<file path="src/hdl/gbs_pkg.sv">
// Shared constants and types of the box suppression core
`timescale 1ns / 1ps
`default_nettype none
package gbs_pkg;
  localparam int MAX_BOXES_DEF  = 64;
  localparam int COORD_BITS_DEF = 12;
  localparam int SCORE_W        = 16;
  localparam int LABEL_W        = 8;
  localparam int CFG_IDX_W      = 1;
  localparam int CFG_DATA_W     = 16;
  localparam int FIFO_DEPTH     = 4;
  localparam int OVL_LAT        = 4;

  localparam logic [CFG_IDX_W-1:0] REG_THRESHOLD = 1'b0;
  localparam logic [CFG_IDX_W-1:0] REG_PRESORTED = 1'b1;
  localparam logic [SCORE_W-1:0]   THR_RESET     = 16'd29491;

  typedef struct packed {
    logic [SCORE_W-1:0] threshold;
    logic               presorted;
  } cfg_t;
endpackage
`default_nettype wire

</file>
<file path="src/hdl/gbs_front.sv">
// Front end: accepts boxes and queues them with their end-of-set mark
`timescale 1ns / 1ps
`default_nettype none
module gbs_front #(
  parameter int COORD_BITS = gbs_pkg::COORD_BITS_DEF
) (
  input  wire logic                        clk,
  input  wire logic                        rst,
  input  wire logic                        push,
  output logic                             full,
  input  wire logic [COORD_BITS-1:0]       left_x,
  input  wire logic [COORD_BITS-1:0]       top_y,
  input  wire logic [COORD_BITS-1:0]       right_x,
  input  wire logic [COORD_BITS-1:0]       bottom_y,
  input  wire logic [gbs_pkg::SCORE_W-1:0] confidence,
  input  wire logic [gbs_pkg::LABEL_W-1:0] label_id,
  input  wire logic                        final_box,
  output logic                             item_valid,
  input  wire logic                        item_pop,
  output logic [4*COORD_BITS+gbs_pkg::SCORE_W+gbs_pkg::LABEL_W-1:0] item_box,
  output logic                             item_final
);
  localparam int BOX_W = 4*COORD_BITS + gbs_pkg::SCORE_W + gbs_pkg::LABEL_W;
  localparam int PW    = $clog2(gbs_pkg::FIFO_DEPTH);
  localparam int CW    = $clog2(gbs_pkg::FIFO_DEPTH + 1);

  logic [BOX_W:0]  slot [gbs_pkg::FIFO_DEPTH];
  logic [PW-1:0]   wr_ptr;
  logic [PW-1:0]   rd_ptr;
  logic [CW-1:0]   fill;
  logic            do_push;
  logic            do_pop;

  assign full       = (fill == CW'(gbs_pkg::FIFO_DEPTH));
  assign item_valid = (fill != '0);
  assign do_push    = push && !full;
  assign do_pop     = item_pop && item_valid;
  assign {item_final, item_box} = slot[rd_ptr];

  always_ff @(posedge clk) begin
    if (do_push) begin
      slot[wr_ptr] <= {final_box, label_id, confidence, bottom_y, right_x, top_y, left_x};
    end
    if (rst) begin
      wr_ptr <= '0;
      rd_ptr <= '0;
      fill   <= '0;
    end else begin
      if (do_push) begin
        wr_ptr <= wr_ptr + 1'b1;
      end
      if (do_pop) begin
        rd_ptr <= rd_ptr + 1'b1;
      end
      if (do_push && !do_pop) begin
        fill <= fill + 1'b1;
      end else if (do_pop && !do_push) begin
        fill <= fill - 1'b1;
      end
    end
  end
endmodule
`default_nettype wire

</file>
<file path="config.mk">
export PLATFORM = sky130hd
export DESIGN_NAME = gbs_front
export DESIGN_NICKNAME = d
export VERILOG_FILES = /design/src/hdl/gbs_pkg.sv /design/src/hdl/gbs_front.sv
export SDC_FILE = /design/constraint.sdc
export NUM_CORES = 1
export LEC_CHECK = 0
export ABC_CLOCK_PERIOD_IN_PS = 3360
export BUFFER_PORTS_ARGS = -buffer_cell sky130_fd_sc_hd__buf_2
export CAP_MARGIN = 20
export CORE_ASPECT_RATIO = 1.25
export CORE_MARGIN = 3
export CORE_UTILIZATION = 45
export DETAILED_ROUTE_END_ITERATION = 6
export GPL_TIMING_DRIVEN = 0
export PLACE_DENSITY = 0.67
export SLEW_MARGIN = 20
export SYNTH_ARGS = -nofsm -noshare
export SYNTH_HDL_FRONTEND = slang
export SYNTH_SLANG_ARGS = --single-unit
export TNS_END_PERCENT = 5
</file>
<file path="constraint.sdc">
create_clock -name clk -period 3.36 [get_ports clk]
set_input_delay 0.168 -clock clk [delete_from_list [all_inputs] [get_ports clk]]
set_output_delay 0.168 -clock clk [all_outputs]
set_load 0.01 [all_outputs]
</file>
==> results by stage <==
GRT:
- The initial antenna violation count is 0.
- The number of global-route vias before repair is approximately 5900.
- The global-route wire length before repair is 32.3 mm.
- Entering global routing, the biggest net connects 43 pins.
- Global routing finished with a remaining overflow of 0.
- For this run, the total global-route usage over all layers was measured as 0.154.

Yosys:
- The mean instance size in the synthesized netlist is 25.8 sq um.
- The area of the mapped netlist is ~11000 sq um.
- Synthesis handed over a netlist of 429 instances.
- The number of nets handed over by synthesis was roughly 510.
- The flip-flop and latch count after synthesis is 301.
- Of the synthesized area, sequential elements account for 0.808.
- During synthesis, Yosys emitted a total of 0 warnings.
- The number of different library cells used by synthesis comes to 23.

Drt:
- For this run, design rule violations remaining after detail routing come to 0.
- For this block, the via count after detailed routing is 5210.
- The routed length per placed instance is 19.3 um.
- Summed over all layers, the routed wires come to roughly 20 mm.
- After the first detailed-routing iteration, the DRC count stood at approximately 200.
- The average via count per standard cell is 5.04.
- The number of nets with antenna violations after routing is 0.
- The number of search-and-repair iterations in the first detailed-routing pass is 4.

Critical path:
- The maximum fanout along the worst path is 6.
- The number of cells on the worst reg-to-reg path is 8.
- The worst setup path is captured at a register.
- The worst register-to-register path ends at fill[2].
- Tracing the worst setup path back leads to its startpoint at fill[0].
- Traced cell by cell, the critical path runs through nor3b_2 > nor2_1 > ha_1 > inv_1 > fa_1 > xor2_1 > or3_1 > a21oi_1.
- The kind of cell with the highest combined delay along the critical path is simple AND/OR/NAND/NOR gates.
- The startpoint identified for the worst register-to-register timing path is fill[0].
- The critical path depth in cells is 8.
- The setup slack of the worst register-to-register path is about 940 ps.
- For this run, the slowest stage of the critical path takes 470 ps.
- The kind of launch point of the worst setup path is a register.
- The cell with the largest stage delay on the worst path is dfxtp_1.
- The capturing instance or port of the critical path is fill[2].
- Counting both buffers and inverters, the worst setup path holds a total of 1.
- The worst path arrival time is 2870 ps.
- The data required time at the worst endpoint is 3810 ps.
- The critical setup path kind is register to register.

Final layout:
- The number of antenna diodes in the final layout is 0.
- The layout overhead on the synthesized area is 26.3%.
- At the end of the flow, the number of nets in the layout was 772.
- In the final layout, the share of cells above drive strength 1 is 0.407.

Floorplanning:
- The initial core utilization is 0.462.
- The floorplan step set the die height to 181 um.
- The top-level port count is roughly 150.
- The number of rows created at floorplan is 63.
- The x dimension of the die is 146 um.
- After floorplanning, the core was sized to cover 24000 sq um.
- The floorplan step defined a die boundary enclosing 26500 sq um.

Place:
- The final weighted congestion of routability-driven global placement is 0.685.
- After legalization and detailed placement, the total HPWL measured 12.1 mm.
- At the placement stage, the worst setup path has a slack of 959 ps.
- The number of buffer cells added on primary ports is 150.

Clocking:
- The number of buffers on the longest clock path is 3.
- The number of hold buffers added after CTS was 75.
- The buffer type at the clock tree root is clkbuf_16.
- The clock insertion delay at the later pin of the skew report is 520 ps.
- The count of buffers added by post-CTS timing repair for setup is 0.
- For this design, the sink count on the clock tree is 301.
- The clock transition time at the flip-flop clock pins of the worst setup and hold paths is 60 ps.
- The number of cells upsized or downsized after cts is 0.
- The clock buffer count from CTS is 29.
- In this run the number of H-tree levels came out at 1.
- TritonCTS built the clock tree.

Outcome:
- The run finished with clean final reports.

Min path:
- The class of the worst hold path is primary input to register.
- The worst hold path stage count is 4.

STA:
- Setup repair after global routing left no endpoint under its margin.
- The share of the clock period used by the worst path after layout is 0.721.
- Based on the critical path, the design can be clocked at up to 413 MHz.
- The number of endpoints with negative hold slack in the final report is 0.
- The post-layout minimum cycle time is 2420 ps.
- For the pin with the worst max-slew slack, the measured transition is 553 ps.
- The final clock skew is 12.0 ps.
- Setup slack on the critical path of the routed design comes to 937 ps.
- Setup violations remaining at the end of the flow were counted as 0.
- Measured against its own limit, the worst slew margin works out to 0.631.
- The final max-slew violation count came to 0.

Job:
- Across the run, the number of max-cap violations was 0.

Power and ir drop:
- The power density normalized to cell area is 719 nW/um^2.
- The post-route total power is 10100 uW.
- For this design the static power due to leakage is 0.00477 uW.
- The maximum ir drop on the vdd rail is ~0.41 mV.
[power by group]
part	internal [uW]	switching, uW	leakage (uW)
logic	1270	1190	0.00159
registers	4510	95.8	0.00275
clock network	1730	1250	0.000429
[worst min path at each step]
stage	to	slack (ps)	from
5_1_grt	register	70	item_pop
2_1_floorplan	slot[0][0]	270	left_x[0]
3_3_place_gp	slot[1][6]	380	left_x[6]
4_1_cts	register	10	item_pop
3_5_place_dp	slot[1][9]	390	left_x[9]
6_report	register	40	item_pop
[Yosys cell counts, drive strengths merged]
cell / number / share of area
dfxtp: 9 / 0.016
nor3b: 1 / 0.0011
ha: 5 / 0.0057
o31ai: 1 / 0.00068
a21oi: 2 / 0.00090
mux2i: 2 / 0.0018
fa: 1 / 0.0018
clkbuf: 2 / 0.00079
edfxtp: 292 / 0.79
xor2: 4 / 0.0032
o21ai: 2 / 0.00090
nand2b: 2 / 0.0011
inv: 4 / 0.0014
nor2: 6 / 0.0020
o311ai: 1 / 0.00079
or3: 3 / 0.0017
and2: 4 / 0.0023
buf: 15 / 0.017
mux4: 73 / 0.15
[state kept, by name (all words and copies together), names as in the netlist, named ones only]
name and flops:
wr_ptr 2, rd_ptr 2, slot 292, fill 3
[through the flow]
| stage | hold WS (ps) | setup TNS (ps) | cell area (sq um) | util | std cells |
|---|---|---|---|---|---|
| after floorplan | 267 | 0 | 11100 | - | 429 |
| after global placement | 377 | -278110 | 12200 | 0.510 | 904 |
| after global routing | 70.9 | 0 | 14000 | 0.584 | 1033 |
| after detailed placement | 387 | 0 | 12300 | 0.515 | 908 |
| after CTS | 14.5 | 0 | 14000 | 0.584 | 1033 |
| final | 40.5 | 0 | 14000 | 0.584 | 1033 |
[kinds of logic after synthesis]
kind of cell    synth area share
flops                      0.808
buf+inv                   0.0190
fa+ha+maj                0.00746
mux                        0.151
simple gates             0.00825
compound gates           0.00328
xor+xnor                 0.00316
[layer usage]
metal	vias to the layer above	wire length, um	track usage
li1	2352	-	-
met4	0	527	0.0501
met2	154	10700	0.275
met3	39	1000	0.0277
met1	2665	7780	0.191
met5	-	0	0
[layout make-up]
class	instances	area, sq um
inverter	4	15.0
fill	1781	9980
clock inverter	12	87.6
buffer	17	195
timing repair buffer	229	1610
clock buffer	38	800
sequential	301	8950
tap	325	407
multi-input combinational	107	1920
[cell usage in the layout, fill, tap and decap left out]
master           n
dfxtp_1          9
or3_1            3
nand2b_1         2
edfxtp_1       292
nor3b_2          1
clkinvlp_4       3
mux2i_1          2
bufinv_16        1
clkbuf_8         4
buf_2          157
clkinv_2         4
dlygate4sd3_1   75
fa_1             1
o311ai_0         1
clkbuf_1         6
mux4_1           1
xor2_1           4
buf_12           7
mux4_2          72
buf_16           4
clkinv_1         4
inv_1            4
and2_4           4
buf_6            1
ha_1             5
clkbuf_16       29
clkbuf_2         1
o31ai_1          1
a21oi_1          2
nor2_1           6
o21ai_0          2
[worst min-delay path, stage by stage]
cell and delay [ps]:
buf_2 100, o31ai_1 90, xor2_1 90, nor2_1 70
No activity file was read; power rests on OpenSTA's default activity.
